## src/dsot_pkg.sv

```systemverilog
package dsot_pkg;

    // Field widths.
    localparam int unsigned SAMPLE_W    = 12;
    localparam int unsigned HUE_W       = 9;
    localparam int unsigned COLOR_W     = 2;
    localparam int unsigned COUNT_W     = 3;
    localparam int unsigned EVENT_W     = 2;
    localparam int unsigned MARGIN_W    = 10;
    localparam int unsigned COOL_W      = 8;
    localparam int unsigned PRESET_W    = 9;
    localparam int unsigned CFG_INDEX_W = 8;
    localparam int unsigned CFG_DATA_W  = 10;

    // The ring holds six items; pointers run 0..5.
    localparam int unsigned CAPACITY = 6;
    localparam int unsigned PTR_W    = 3;

    // Color codes.
    localparam logic [COLOR_W-1:0] COLOR_NONE = 2'd0;
    localparam logic [COLOR_W-1:0] COLOR_RED  = 2'd1;
    localparam logic [COLOR_W-1:0] COLOR_BLUE = 2'd2;

    // Event codes.
    localparam logic [EVENT_W-1:0] EVENT_NONE   = 2'd0;
    localparam logic [EVENT_W-1:0] EVENT_ADD    = 2'd1;
    localparam logic [EVENT_W-1:0] EVENT_REMOVE = 2'd2;

    // Configuration register indexes.
    localparam logic [CFG_INDEX_W-1:0] CFG_DEFAULT_COLOR = 8'd0;
    localparam logic [CFG_INDEX_W-1:0] CFG_INC_MARGIN    = 8'd1;
    localparam logic [CFG_INDEX_W-1:0] CFG_DEC_MARGIN    = 8'd2;
    localparam logic [CFG_INDEX_W-1:0] CFG_COOLDOWN      = 8'd3;

    // Reset values.
    localparam logic [SAMPLE_W-1:0] MID_RESET           = 12'd313;
    localparam logic [SAMPLE_W-1:0] TOP_RESET           = 12'd370;
    localparam logic [MARGIN_W-1:0] MARGIN_RESET        = 10'd60;
    localparam logic [COOL_W-1:0]   COOLDOWN_RESET      = 8'd12;
    localparam logic [COOL_W-1:0]   COOLDOWN_MAX        = 8'd255;
    localparam logic [COLOR_W-1:0]  DEFAULT_COLOR_RESET = COLOR_RED;

    // Hue boundaries in degrees.
    localparam logic [HUE_W-1:0] HUE_NONE     = 9'd340;
    localparam logic [HUE_W-1:0] HUE_RED_LOW  = 9'd30;
    localparam logic [HUE_W-1:0] HUE_BLUE_LOW = 9'd20;

    typedef struct packed {
        logic                tracking_enabled;
        logic [SAMPLE_W-1:0] mid_distance;
        logic [SAMPLE_W-1:0] top_distance;
        logic [HUE_W-1:0]    hue;
        logic                remove_from_top;
    } in_item_t;

    typedef struct packed {
        logic [EVENT_W-1:0] event_res;
        logic [COUNT_W-1:0] occupancy;
        logic [COLOR_W-1:0] top_color;
        logic [COUNT_W-1:0] top_run;
        logic [COLOR_W-1:0] front_color;
        logic [COUNT_W-1:0] front_run;
    } out_item_t;

    typedef enum logic [2:0] {
        ST_IDLE,
        ST_UPDATE,
        ST_DECIDE,
        ST_LOAD,
        ST_FIRST,
        ST_WALK,
        ST_FINISH
    } state_t;

    // Commands from the controller to the datapath.
    typedef struct packed {
        logic capture;
        logic update;
        logic decide;
        logic load;
        logic first;
        logic walk;
        logic out_load;
    } ctrl_cmd_t;

    // Status back to the controller.
    typedef struct packed {
        logic walk_done;
        logic out_free;
    } ctrl_status_t;

    // Ring update decided for the current tick.
    typedef struct packed {
        logic               add;
        logic               rem;
        logic               from_top;
        logic [COLOR_W-1:0] color;
    } ring_op_t;

    // Middle sensor preset by occupancy.
    function automatic logic [PRESET_W-1:0] mid_preset(input logic [1:0] n);
        logic [PRESET_W-1:0] p;
        case (n)
            2'd0:    p = 9'd313;
            2'd1:    p = 9'd116;
            default: p = 9'd34;
        endcase
        return p;
    endfunction

    // Top sensor preset by step.
    function automatic logic [PRESET_W-1:0] top_preset(input logic [2:0] k);
        logic [PRESET_W-1:0] p;
        case (k)
            3'd0:    p = 9'd370;
            3'd1:    p = 9'd270;
            3'd2:    p = 9'd202;
            3'd3:    p = 9'd107;
            default: p = 9'd20;
        endcase
        return p;
    endfunction

endpackage

```

## src/distance_sensor_occupancy_tracker_core.sv

```systemverilog
// Occupancy tracker for a six-deep holder watched by a middle and a top distance sensor.
// Input channel (s_valid/s_ready/s_data): one request per sensor tick with both
// distance samples, the hue, the tracking flag and the removal end.
// Result channel (m_valid/m_ready/m_data): one request per tick with the event,
// the occupancy, and the color and run length at the head and tail ends.
// Configuration channel (cfg_valid/cfg_ready/cfg_index/cfg_data): cfg_ready is
// always high; indexes 0..3 select default color, add margin, remove margin and
// cooldown ticks. Other indexes are ignored. Write only while the block is idle.
// The run-length walk over the ring steps both ends at once through the ring memory's
// two read ports. One tick is in flight at a time: a new tick is accepted only once
// the result of the last one has been loaded into the output register.
// Reset (aresetn low, synchronous) restores the register defaults, fills both
// sample windows with their rest readings, empties the ring and restarts the
// cooldown. A stalled receiver holds the result in the output register; the next
// tick is still accepted and computed, and waits to be handed over.
module distance_sensor_occupancy_tracker_core #(
    parameter int WINDOW = 8
) (
    input  logic                                 aclk,
    input  logic                                 aresetn,
    input  logic                                 s_valid,
    output logic                                 s_ready,
    input  dsot_pkg::in_item_t                   s_data,
    output logic                                 m_valid,
    input  logic                                 m_ready,
    output dsot_pkg::out_item_t                  m_data,
    input  logic                                 cfg_valid,
    output logic                                 cfg_ready,
    input  logic [dsot_pkg::CFG_INDEX_W-1:0]     cfg_index,
    input  logic [dsot_pkg::CFG_DATA_W-1:0]      cfg_data
);

    dsot_pkg::ctrl_cmd_t    cmd;
    dsot_pkg::ctrl_status_t status;
    dsot_pkg::ring_op_t     op;
    dsot_pkg::out_item_t    m_data_reg;
    logic                   m_valid_reg;

    logic [dsot_pkg::EVENT_W-1:0] event_res;
    logic [dsot_pkg::COUNT_W-1:0] ring_count;
    logic [dsot_pkg::COLOR_W-1:0] top_color;
    logic [dsot_pkg::COUNT_W-1:0] top_run;
    logic [dsot_pkg::COLOR_W-1:0] front_color;
    logic [dsot_pkg::COUNT_W-1:0] front_run;
    logic                         walk_done;

    assign cfg_ready        = 1'b1;
    assign status.walk_done = walk_done;
    assign status.out_free  = !m_valid_reg || m_ready;

    dsot_ctrl u_ctrl (
        .aclk    (aclk),
        .aresetn (aresetn),
        .s_valid (s_valid),
        .status  (status),
        .s_ready (s_ready),
        .cmd     (cmd)
    );

    dsot_sense #(
        .WINDOW (WINDOW)
    ) u_sense (
        .aclk       (aclk),
        .aresetn    (aresetn),
        .cmd        (cmd),
        .s_data     (s_data),
        .cfg_valid  (cfg_valid),
        .cfg_index  (cfg_index),
        .cfg_data   (cfg_data),
        .ring_count (ring_count),
        .op         (op),
        .event_res  (event_res)
    );

    dsot_ring u_ring (
        .aclk        (aclk),
        .aresetn     (aresetn),
        .cmd         (cmd),
        .op          (op),
        .count       (ring_count),
        .top_color   (top_color),
        .top_run     (top_run),
        .front_color (front_color),
        .front_run   (front_run),
        .walk_done   (walk_done)
    );

    // Output register between the datapath and the result channel.
    always_ff @(posedge aclk) begin
        if (!aresetn) begin
            m_valid_reg <= 1'b0;
        end else if (cmd.out_load) begin
            m_valid_reg <= 1'b1;
        end else if (m_ready) begin
            m_valid_reg <= 1'b0;
        end
    end

    always_ff @(posedge aclk) begin
        if (cmd.out_load) begin
            m_data_reg.event_res   <= event_res;
            m_data_reg.occupancy   <= ring_count;
            m_data_reg.top_color   <= top_color;
            m_data_reg.top_run     <= top_run;
            m_data_reg.front_color <= front_color;
            m_data_reg.front_run   <= front_run;
        end
    end

    assign m_valid = m_valid_reg;
    assign m_data  = m_data_reg;

endmodule

```

## src/dsot_ctrl.sv

```systemverilog
module dsot_ctrl (
    input  logic                    aclk,
    input  logic                    aresetn,
    input  logic                    s_valid,
    input  dsot_pkg::ctrl_status_t  status,
    output logic                    s_ready,
    output dsot_pkg::ctrl_cmd_t     cmd
);

    dsot_pkg::state_t state_reg;
    dsot_pkg::state_t state_next;

    // State register.
    always_ff @(posedge aclk) begin
        if (!aresetn) begin
            state_reg <= dsot_pkg::ST_IDLE;
        end else begin
            state_reg <= state_next;
        end
    end

    // Next state.
    always_comb begin
        state_next = state_reg;
        unique case (state_reg)
            dsot_pkg::ST_IDLE: begin
                if (s_valid) begin
                    state_next = dsot_pkg::ST_UPDATE;
                end
            end
            dsot_pkg::ST_UPDATE: state_next = dsot_pkg::ST_DECIDE;
            dsot_pkg::ST_DECIDE: state_next = dsot_pkg::ST_LOAD;
            dsot_pkg::ST_LOAD:   state_next = dsot_pkg::ST_FIRST;
            dsot_pkg::ST_FIRST:  state_next = dsot_pkg::ST_WALK;
            dsot_pkg::ST_WALK: begin
                if (status.walk_done) begin
                    state_next = dsot_pkg::ST_FINISH;
                end
            end
            dsot_pkg::ST_FINISH: begin
                if (status.out_free) begin
                    state_next = dsot_pkg::ST_IDLE;
                end
            end
            default: state_next = dsot_pkg::ST_IDLE;
        endcase
    end

    // Outputs per state.
    always_comb begin
        s_ready = 1'b0;
        cmd     = '0;
        unique case (state_reg)
            dsot_pkg::ST_IDLE: begin
                s_ready     = 1'b1;
                cmd.capture = s_valid;
            end
            dsot_pkg::ST_UPDATE: cmd.update = 1'b1;
            dsot_pkg::ST_DECIDE: cmd.decide = 1'b1;
            dsot_pkg::ST_LOAD:   cmd.load   = 1'b1;
            dsot_pkg::ST_FIRST:  cmd.first  = 1'b1;
            dsot_pkg::ST_WALK:   cmd.walk   = 1'b1;
            dsot_pkg::ST_FINISH: cmd.out_load = status.out_free;
            default: begin
                s_ready = 1'b0;
            end
        endcase
    end

endmodule

```

## src/dsot_sense.sv

```systemverilog
module dsot_sense #(
    parameter int WINDOW = 8
) (
    input  logic                                  aclk,
    input  logic                                  aresetn,
    input  dsot_pkg::ctrl_cmd_t                   cmd,
    input  dsot_pkg::in_item_t                    s_data,
    input  logic                                  cfg_valid,
    input  logic [dsot_pkg::CFG_INDEX_W-1:0]      cfg_index,
    input  logic [dsot_pkg::CFG_DATA_W-1:0]       cfg_data,
    input  logic [dsot_pkg::COUNT_W-1:0]          ring_count,
    output dsot_pkg::ring_op_t                    op,
    output logic [dsot_pkg::EVENT_W-1:0]          event_res
);

    localparam int IDX_W = $clog2(WINDOW);
    localparam int SUM_W = $clog2(WINDOW * ((1 << dsot_pkg::SAMPLE_W) - 1) + 1);
    localparam int EXT_W = SUM_W + 1;
    localparam int LIM_W = SUM_W + 2;

    localparam logic [SUM_W-1:0] MID_SUM_RESET = SUM_W'(WINDOW * dsot_pkg::MID_RESET);
    localparam logic [SUM_W-1:0] TOP_SUM_RESET = SUM_W'(WINDOW * dsot_pkg::TOP_RESET);
    localparam logic [IDX_W-1:0] IDX_LAST      = IDX_W'(WINDOW - 1);
    localparam logic signed [LIM_W-1:0] WIN_S  = LIM_W'(WINDOW);

    dsot_pkg::in_item_t in_reg;

    logic [dsot_pkg::SAMPLE_W-1:0] mid_win_reg [WINDOW];
    logic [dsot_pkg::SAMPLE_W-1:0] top_win_reg [WINDOW];
    logic [IDX_W-1:0]              idx_reg;
    logic [SUM_W-1:0]              mid_sum_reg;
    logic [SUM_W-1:0]              top_sum_reg;
    logic [SUM_W-1:0]              mid_sum_next;
    logic [SUM_W-1:0]              top_sum_next;

    logic [dsot_pkg::COOL_W-1:0]   cool_reg;
    logic [dsot_pkg::EVENT_W-1:0]  event_reg;

    logic [dsot_pkg::COLOR_W-1:0]  default_color_reg;
    logic [dsot_pkg::MARGIN_W-1:0] inc_margin_reg;
    logic [dsot_pkg::MARGIN_W-1:0] dec_margin_reg;
    logic [dsot_pkg::COOL_W-1:0]   cool_ticks_reg;

    logic [dsot_pkg::PRESET_W-1:0] add_preset;
    logic [dsot_pkg::PRESET_W-1:0] rem_preset;
    logic [SUM_W-1:0]              add_sum;
    logic [SUM_W-1:0]              rem_sum;
    logic                          add_en;
    logic                          rem_en;
    logic [2:0]                    step;

    logic signed [LIM_W-1:0] add_diff;
    logic signed [LIM_W-1:0] rem_diff;
    logic signed [LIM_W-1:0] add_lim;
    logic signed [LIM_W-1:0] rem_lim;
    logic                    is_below;
    logic                    is_above;
    logic                    cool_ok;
    logic                    add_fire;
    logic                    rem_fire;
    logic [dsot_pkg::COLOR_W-1:0] hue_color;

    // Configuration registers.
    always_ff @(posedge aclk) begin
        if (!aresetn) begin
            default_color_reg <= dsot_pkg::DEFAULT_COLOR_RESET;
            inc_margin_reg    <= dsot_pkg::MARGIN_RESET;
            dec_margin_reg    <= dsot_pkg::MARGIN_RESET;
            cool_ticks_reg    <= dsot_pkg::COOLDOWN_RESET;
        end else if (cfg_valid) begin
            unique case (cfg_index)
                dsot_pkg::CFG_DEFAULT_COLOR: default_color_reg <= cfg_data[1:0];
                dsot_pkg::CFG_INC_MARGIN:    inc_margin_reg    <= cfg_data;
                dsot_pkg::CFG_DEC_MARGIN:    dec_margin_reg    <= cfg_data;
                dsot_pkg::CFG_COOLDOWN:      cool_ticks_reg    <= cfg_data[7:0];
                default: begin
                end
            endcase
        end
    end

    // Input item register.
    always_ff @(posedge aclk) begin
        if (cmd.capture) begin
            in_reg <= s_data;
        end
    end

    // Running sums: drop the oldest sample and add the new one.
    assign mid_sum_next = SUM_W'(EXT_W'(mid_sum_reg) + EXT_W'(in_reg.mid_distance)
                                 - EXT_W'(mid_win_reg[idx_reg]));
    assign top_sum_next = SUM_W'(EXT_W'(top_sum_reg) + EXT_W'(in_reg.top_distance)
                                 - EXT_W'(top_win_reg[idx_reg]));

    // Sample windows and sums.
    always_ff @(posedge aclk) begin
        if (!aresetn) begin
            for (int i = 0; i < WINDOW; i++) begin
                mid_win_reg[i] <= dsot_pkg::MID_RESET;
                top_win_reg[i] <= dsot_pkg::TOP_RESET;
            end
            idx_reg     <= '0;
            mid_sum_reg <= MID_SUM_RESET;
            top_sum_reg <= TOP_SUM_RESET;
        end else if (cmd.update && in_reg.tracking_enabled) begin
            mid_win_reg[idx_reg] <= in_reg.mid_distance;
            top_win_reg[idx_reg] <= in_reg.top_distance;
            mid_sum_reg          <= mid_sum_next;
            top_sum_reg          <= top_sum_next;
            idx_reg              <= (idx_reg == IDX_LAST) ? '0 : idx_reg + 1'b1;
        end
    end

    // Pick the sensor and preset for the add and remove tests by occupancy.
    always_comb begin
        step       = (ring_count >= 3'd6) ? 3'd4 : ring_count - 3'd2;
        add_sum    = top_sum_reg;
        rem_sum    = top_sum_reg;
        add_preset = dsot_pkg::top_preset(step);
        rem_preset = dsot_pkg::top_preset(step);
        add_en     = (ring_count < 3'(dsot_pkg::CAPACITY));
        rem_en     = 1'b1;
        if (ring_count < 3'd2) begin
            add_sum    = mid_sum_reg;
            rem_sum    = mid_sum_reg;
            add_preset = dsot_pkg::mid_preset(ring_count[1:0]);
            rem_preset = dsot_pkg::mid_preset(ring_count[1:0]);
            add_en     = 1'b1;
            rem_en     = (ring_count != 3'd0);
        end else if (ring_count == 3'd2) begin
            add_sum    = top_sum_reg;
            rem_sum    = mid_sum_reg;
            add_preset = dsot_pkg::top_preset(3'd0);
            rem_preset = dsot_pkg::mid_preset(2'd2);
            add_en     = 1'b1;
            rem_en     = 1'b1;
        end
    end

    // Compare the sums with WINDOW times the shifted presets, signed.
    assign add_diff = $signed(LIM_W'(add_preset)) - $signed(LIM_W'(inc_margin_reg));
    assign rem_diff = $signed(LIM_W'(rem_preset)) + $signed(LIM_W'(dec_margin_reg));
    assign add_lim  = add_diff * WIN_S;
    assign rem_lim  = rem_diff * WIN_S;
    assign is_below = $signed(LIM_W'(add_sum)) < add_lim;
    assign is_above = $signed(LIM_W'(rem_sum)) > rem_lim;
    assign cool_ok  = (cool_reg >= cool_ticks_reg);

    // An add is tested first; a removal only when no add fires.
    assign add_fire = in_reg.tracking_enabled && cool_ok && add_en && is_below;
    assign rem_fire = in_reg.tracking_enabled && cool_ok && rem_en && is_above && !add_fire;

    // Hue classification; exactly 340 degrees falls back to the default color.
    always_comb begin
        if (in_reg.hue > dsot_pkg::HUE_NONE || in_reg.hue < dsot_pkg::HUE_RED_LOW) begin
            hue_color = dsot_pkg::COLOR_RED;
        end else if (in_reg.hue > dsot_pkg::HUE_BLUE_LOW
                     && in_reg.hue < dsot_pkg::HUE_NONE) begin
            hue_color = dsot_pkg::COLOR_BLUE;
        end else if (default_color_reg == dsot_pkg::COLOR_BLUE) begin
            hue_color = dsot_pkg::COLOR_BLUE;
        end else begin
            hue_color = dsot_pkg::COLOR_RED;
        end
    end

    assign op.add      = cmd.decide && add_fire;
    assign op.rem      = cmd.decide && rem_fire;
    assign op.from_top = in_reg.remove_from_top;
    assign op.color    = hue_color;

    // Event code and cooldown counter, updated once per tick.
    always_ff @(posedge aclk) begin
        if (!aresetn) begin
            cool_reg  <= '0;
            event_reg <= dsot_pkg::EVENT_NONE;
        end else if (cmd.decide) begin
            if (add_fire) begin
                event_reg <= dsot_pkg::EVENT_ADD;
            end else if (rem_fire) begin
                event_reg <= dsot_pkg::EVENT_REMOVE;
            end else begin
                event_reg <= dsot_pkg::EVENT_NONE;
            end
            if (add_fire || rem_fire) begin
                cool_reg <= 8'd1;
            end else if (cool_reg != dsot_pkg::COOLDOWN_MAX) begin
                cool_reg <= cool_reg + 1'b1;
            end
        end
    end

    assign event_res = event_reg;

endmodule

```

## src/dsot_ring.sv

```systemverilog
module dsot_ring (
    input  logic                          aclk,
    input  logic                          aresetn,
    input  dsot_pkg::ctrl_cmd_t           cmd,
    input  dsot_pkg::ring_op_t            op,
    output logic [dsot_pkg::COUNT_W-1:0]  count,
    output logic [dsot_pkg::COLOR_W-1:0]  top_color,
    output logic [dsot_pkg::COUNT_W-1:0]  top_run,
    output logic [dsot_pkg::COLOR_W-1:0]  front_color,
    output logic [dsot_pkg::COUNT_W-1:0]  front_run,
    output logic                          walk_done
);

    localparam int unsigned PTR_W = dsot_pkg::PTR_W;
    localparam logic [PTR_W-1:0] PTR_LAST = PTR_W'(dsot_pkg::CAPACITY - 1);

    logic [dsot_pkg::COLOR_W-1:0] ring_mem [dsot_pkg::CAPACITY];

    logic [PTR_W-1:0]             head_reg;
    logic [dsot_pkg::COUNT_W-1:0] count_reg;
    logic [PTR_W-1:0]             wr_addr;
    logic [PTR_W-1:0]             tail;
    logic [PTR_W-1:0]             addr_a;
    logic [PTR_W-1:0]             addr_b;
    logic [PTR_W-1:0]             pos_a_reg;
    logic [PTR_W-1:0]             pos_b_reg;
    logic [dsot_pkg::COLOR_W-1:0] rd_a_reg;
    logic [dsot_pkg::COLOR_W-1:0] rd_b_reg;

    logic [dsot_pkg::COLOR_W-1:0] top_color_reg;
    logic [dsot_pkg::COLOR_W-1:0] front_color_reg;
    logic [dsot_pkg::COUNT_W-1:0] top_run_reg;
    logic [dsot_pkg::COUNT_W-1:0] front_run_reg;
    logic                         act_a_reg;
    logic                         act_b_reg;

    function automatic logic [PTR_W-1:0] ptr_inc(input logic [PTR_W-1:0] p);
        return (p == PTR_LAST) ? '0 : p + 1'b1;
    endfunction

    function automatic logic [PTR_W-1:0] ptr_dec(input logic [PTR_W-1:0] p);
        return (p == '0) ? PTR_LAST : p - 1'b1;
    endfunction

    // Reduce a sum below three times the capacity to a ring position.
    function automatic logic [PTR_W-1:0] ptr_wrap(input logic [4:0] v);
        logic [4:0] r;
        if (v >= 5'(2 * dsot_pkg::CAPACITY)) begin
            r = v - 5'(2 * dsot_pkg::CAPACITY);
        end else if (v >= 5'(dsot_pkg::CAPACITY)) begin
            r = v - 5'(dsot_pkg::CAPACITY);
        end else begin
            r = v;
        end
        return r[PTR_W-1:0];
    endfunction

    assign wr_addr = ptr_wrap(5'(head_reg) + 5'(count_reg));
    assign tail    = ptr_wrap(5'(head_reg) + 5'(count_reg) + 5'(dsot_pkg::CAPACITY - 1));

    // Head pointer and fill count.
    always_ff @(posedge aclk) begin
        if (!aresetn) begin
            head_reg  <= '0;
            count_reg <= '0;
        end else if (op.add) begin
            count_reg <= count_reg + 1'b1;
        end else if (op.rem) begin
            count_reg <= count_reg - 1'b1;
            if (op.from_top) begin
                head_reg <= ptr_inc(head_reg);
            end
        end
    end

    // Walk addresses: start at both ends, then step inward one entry a cycle.
    assign addr_a = cmd.load ? head_reg : ptr_inc(pos_a_reg);
    assign addr_b = cmd.load ? tail     : ptr_dec(pos_b_reg);

    // Ring memory: one write port, two registered read ports.
    always_ff @(posedge aclk) begin
        if (op.add) begin
            ring_mem[wr_addr] <= op.color;
        end
        rd_a_reg  <= ring_mem[addr_a];
        rd_b_reg  <= ring_mem[addr_b];
        pos_a_reg <= addr_a;
        pos_b_reg <= addr_b;
    end

    // End colors and run lengths.
    always_ff @(posedge aclk) begin
        if (!aresetn) begin
            act_a_reg       <= 1'b0;
            act_b_reg       <= 1'b0;
            top_color_reg   <= dsot_pkg::COLOR_NONE;
            front_color_reg <= dsot_pkg::COLOR_NONE;
            top_run_reg     <= '0;
            front_run_reg   <= '0;
        end else if (cmd.first) begin
            if (count_reg == '0) begin
                top_color_reg   <= dsot_pkg::COLOR_NONE;
                front_color_reg <= dsot_pkg::COLOR_NONE;
                top_run_reg     <= '0;
                front_run_reg   <= '0;
            end else begin
                top_color_reg   <= rd_a_reg;
                front_color_reg <= rd_b_reg;
                top_run_reg     <= 3'd1;
                front_run_reg   <= 3'd1;
            end
            act_a_reg <= (count_reg > 3'd1);
            act_b_reg <= (count_reg > 3'd1);
        end else if (cmd.walk) begin
            if (act_a_reg) begin
                if (rd_a_reg == top_color_reg) begin
                    top_run_reg <= top_run_reg + 1'b1;
                    act_a_reg   <= ((top_run_reg + 3'd1) < count_reg);
                end else begin
                    act_a_reg <= 1'b0;
                end
            end
            if (act_b_reg) begin
                if (rd_b_reg == front_color_reg) begin
                    front_run_reg <= front_run_reg + 1'b1;
                    act_b_reg     <= ((front_run_reg + 3'd1) < count_reg);
                end else begin
                    act_b_reg <= 1'b0;
                end
            end
        end
    end

    assign walk_done   = !act_a_reg && !act_b_reg;
    assign count       = count_reg;
    assign top_color   = top_color_reg;
    assign top_run     = top_run_reg;
    assign front_color = front_color_reg;
    assign front_run   = front_run_reg;

endmodule

```

## config.mk

```make
export PLATFORM = sky130hd
export DESIGN_NAME = distance_sensor_occupancy_tracker_core
export DESIGN_NICKNAME = d
export VERILOG_FILES = /design/src/dsot_pkg.sv /design/src/distance_sensor_occupancy_tracker_core.sv /design/src/dsot_ctrl.sv /design/src/dsot_sense.sv /design/src/dsot_ring.sv
export SDC_FILE = /design/constraint.sdc
export NUM_CORES = 1
export LEC_CHECK = 0
export BUFFER_PORTS_ARGS = -buffer_cell sky130_fd_sc_hd__clkbuf_2
export CORE_MARGIN = 10
export CORE_UTILIZATION = 40
export CTS_CLUSTER_DIAMETER = 120
export DETAILED_ROUTE_END_ITERATION = 8
export PLACE_DENSITY = 0.65
export REMOVE_ABC_BUFFERS = 1
export SYNTH_ARGS = -nofsm -noshare
export SYNTH_HDL_FRONTEND = slang
export SYNTH_SLANG_ARGS = --single-unit
```

## constraint.sdc

```tcl
create_clock -name aclk -period 7.45 [get_ports aclk]
set_clock_uncertainty 0.05 [all_clocks]
set_input_delay 1.1175 -clock aclk [delete_from_list [all_inputs] [get_ports aclk]]
set_output_delay 1.1175 -clock aclk [all_outputs]
set_load 0.01 [all_outputs]
```

==> flow_summary.json <==
{
  "outcome": "finished, final reports clean",
  "dp.cells": 2343,
  "arrival_ns": 6.25,
  "vias": 13200,
  "synthMuxAreaShare_pct": 10.1,
  "final.setup.worst_slack_ns": 1.41,
  "die_area_mm2": 0.0569,
  "crit_chain": "inv_1, ha_1, inv_1, nor2_1, o21ai_0, o21ai_0, ha_1, o21ai_1, a21oi_1, o21ai_0, nand2b_1, a21o_1, a21oi_1, xor2_1, ha_1, a21o_1, a21oi_1, nor2b_1, o21ai_0, o211ai_1, nor3_1, nand3_1, nor2_1",
  "vias_per_cell": 5.48,
  "synth_cell_type_count": 76,
  "synthArstFlopShare_pct": 0,
  "yosys_most_used_dff": "edfxtp_1",
  "grt_antenna_before_repair": 0,
  "maxSlewViolCount": 0,
  "path_max_fanout": 11,
  "grt.total_usage_pct": 16.5,
  "worst-slew-pin-transition_ns": 1.06,
  "core-area_mm2": 0.0474,
  "synth-adder-area-share_pct": 9.90,
  "clk_path_buf_depth": 3,
  "synth_simple_gate_area_share_pct": 13.5,
  "leakagePower_nw": 8.00,
  "cts_hold_buf": 0,
  "path_clk_slew_ns": 0.06,
  "cts_sinks": 362,
  "final-instance-count-excl-fill": 2418,
  "worstPathRequired_ns": 7.66,
  "synth_area_per_cell_um2": 11.2,
  "post_cts_buffers": 0,
  "portBuffers": 74,
  "ios": 76,
  "min_period_over_period_pct": 81.1,
  "critPathKind": "reg -> reg",
  "drc": 0,
  "drt_iter0_drc": 1061,
  "grt_remaining_overflow": 0,
  "netlist.area_leader.share_pct": 39.9,
  "synth-edff-count": 254,
  "cts-htree-levels": 2,
  "synth_area_mm2": 0.0191,
  "grt_max_degree": 64,
  "syn_inst": 1705,
  "synth-compound-area-share_pct": 8.43,
  "setup_tns_ns": 0,
  "initial_core_util_pct": 40.3,
  "critPathBufInv": 2,
  "die_y_um": 239,
  "worstSkewPairLatency_ns": 0.58,
  "die_w_um": 239,
  "drive_above_1_share_pct": 15.3,
  "totalWireLength_um": 46600,
  "routedWlPerCell_um": 19.3,
  "first_pass_iters": 5,
  "synth_seq_cells": 362,
  "dp_hpwl_um": 31600,
  "ir_drop_mv": 0.114,
  "cts_buffers": 41,
  "crit_path_end_kind": "flip-flop",
  "clockRootBuffer": "clkbuf_16",
  "cpMostUsedCell": "o21ai_0",
  "cp_slowest_cell": "dfxtp_1",
  "setup_viol": 0,
  "grt_setup_unrepaired": "no",
  "place_ws_ns": 1.45,
  "num_antenna_cells": 0,
  "hold_viol": 0,
  "fin_crit_ns": 6.04,
  "cts_tree": "done",
  "synth_seq_area_share_pct": 51.2,
  "synthTopCellsByArea": "edfxtp_1, dfxtp_1, ha_1",
  "power_density_mw_per_mm2": 246,
  "hold_path_class": "reg -> reg",
  "grt_pass1_wl_um": 74400,
  "nets": 1964,
  "max-slew-margin-rel_pct": 29.1,
  "fmax_mhz": 165,
  "synth-xor-area-share_pct": 2.24,
  "ys_top_cells_by_count": "edfxtp_1, nand2_1, inv_1, nor3_1",
  "grt_pass1_vias": 13500,
  "cts.repair.resized": 0,
  "gp_congestion": 0.882,
  "fin_hold_ws_ns": 0.420,
  "antenna_left": 0,
  "yosysMostFrequentCell": "edfxtp_1",
  "critPathTopFamily": "compound AO/OA/AOI/OAI gates",
  "startpoint_type": "flip-flop",
  "rows": 80,
  "yosysTopAreaCell": "edfxtp_1",
  "maxCapViolations": 0,
  "synth_top_family_by_area": "simple AND/OR/NAND/NOR gates",
  "yosys_warnings": 0,
  "synthToLayoutAreaGrowth_pct": 13.0,
  "cp_slowest_stage_delay_ns": 0.58
}
logic make-up after synthesis:
| group | after synthesis |
|---|---|
| buf+inv | 232 |
| flops | 362 |
| xor+xnor | 48 |
| simple gates | 549 |
| other cells | 1 |
| fa+ha+maj | 135 |
| mux | 123 |
| compound gates | 255 |
area by class of cell:
cell class,count,area (um^2)
Multi-Input combinational cell,1111,8480
Clock buffer,50,1100
Sequential cell,362,9790
Inverter,153,574
Timing Repair Buffer,102,581
Fill cell,4294,25900
Tap cell,615,769
Clock inverter,25,289
layer usage:
layer  track usage [%]  vias up  wire, um
met5                 0        -         0
met3              2.80       86      2740
met1              21.9     6456     20600
li1                  -     6311         -
met4              5.83        0      1330
met2              26.6      393     21900
cells in the final DEF, fill, tap and decap left out, drive strengths merged, types with 27 or more instances in the layout:
cell / n
fa: 27
nor3: 117
mux2: 34
mux4: 52
ha: 108
a21oi: 73
nor2: 85
edfxtp: 254
inv: 132
clkbuf: 124
mux2i: 37
dfxtp: 108
nand2: 201
nor4: 31
buf: 28
clkinv: 39
xnor2: 31
o21ai: 72
worst min-delay path, stage by stage, from the launching register on:
cell and delay (ns):
dfxtp_1 0.32, nand2_1 0.06, a21oi_1 0.05
stage by stage:
stage                     instance area [um^2]  utilization [%]  total power [mW]
after floorplan                          18800                -              3.01
after global placement                   20200             42.6              3.23
after detailed placement                 20200             42.6              3.25
after CTS                                21600             45.5              5.35
after global routing                     21600             45.5              5.55
final                                    21600             45.5              5.30
power breakdown:
| part | switching (mW) | internal (mW) | total, mW | leakage (nW) |
|---|---|---|---|---|
| Combinational | 0.523 | 0.379 | 0.902 | 4.18 |
| Clock | 0.850 | 1.24 | 2.09 | 0.671 |
| Sequential | 0.0647 | 2.25 | 2.32 | 3.15 |
| Total | 1.44 | 3.87 | 5.30 | 8.00 |
path summary, 6_finish.rpt:
path | from | to | slack, ns | cells after the start
max | u_ring.count[1] | u_ring.ring_mem[3][1] | 1.41 | 23
min | u_sense.top_sum_reg[10] | u_sense.top_sum_reg[10] | 0.42 | 2
max reg2reg | u_ring.count[1] | u_ring.ring_mem[3][1] | 1.41 | 23
min reg2reg | u_sense.top_sum_reg[10] | u_sense.top_sum_reg[10] | 0.42 | 2
Note: power is estimated with default switching activity, not from simulation.
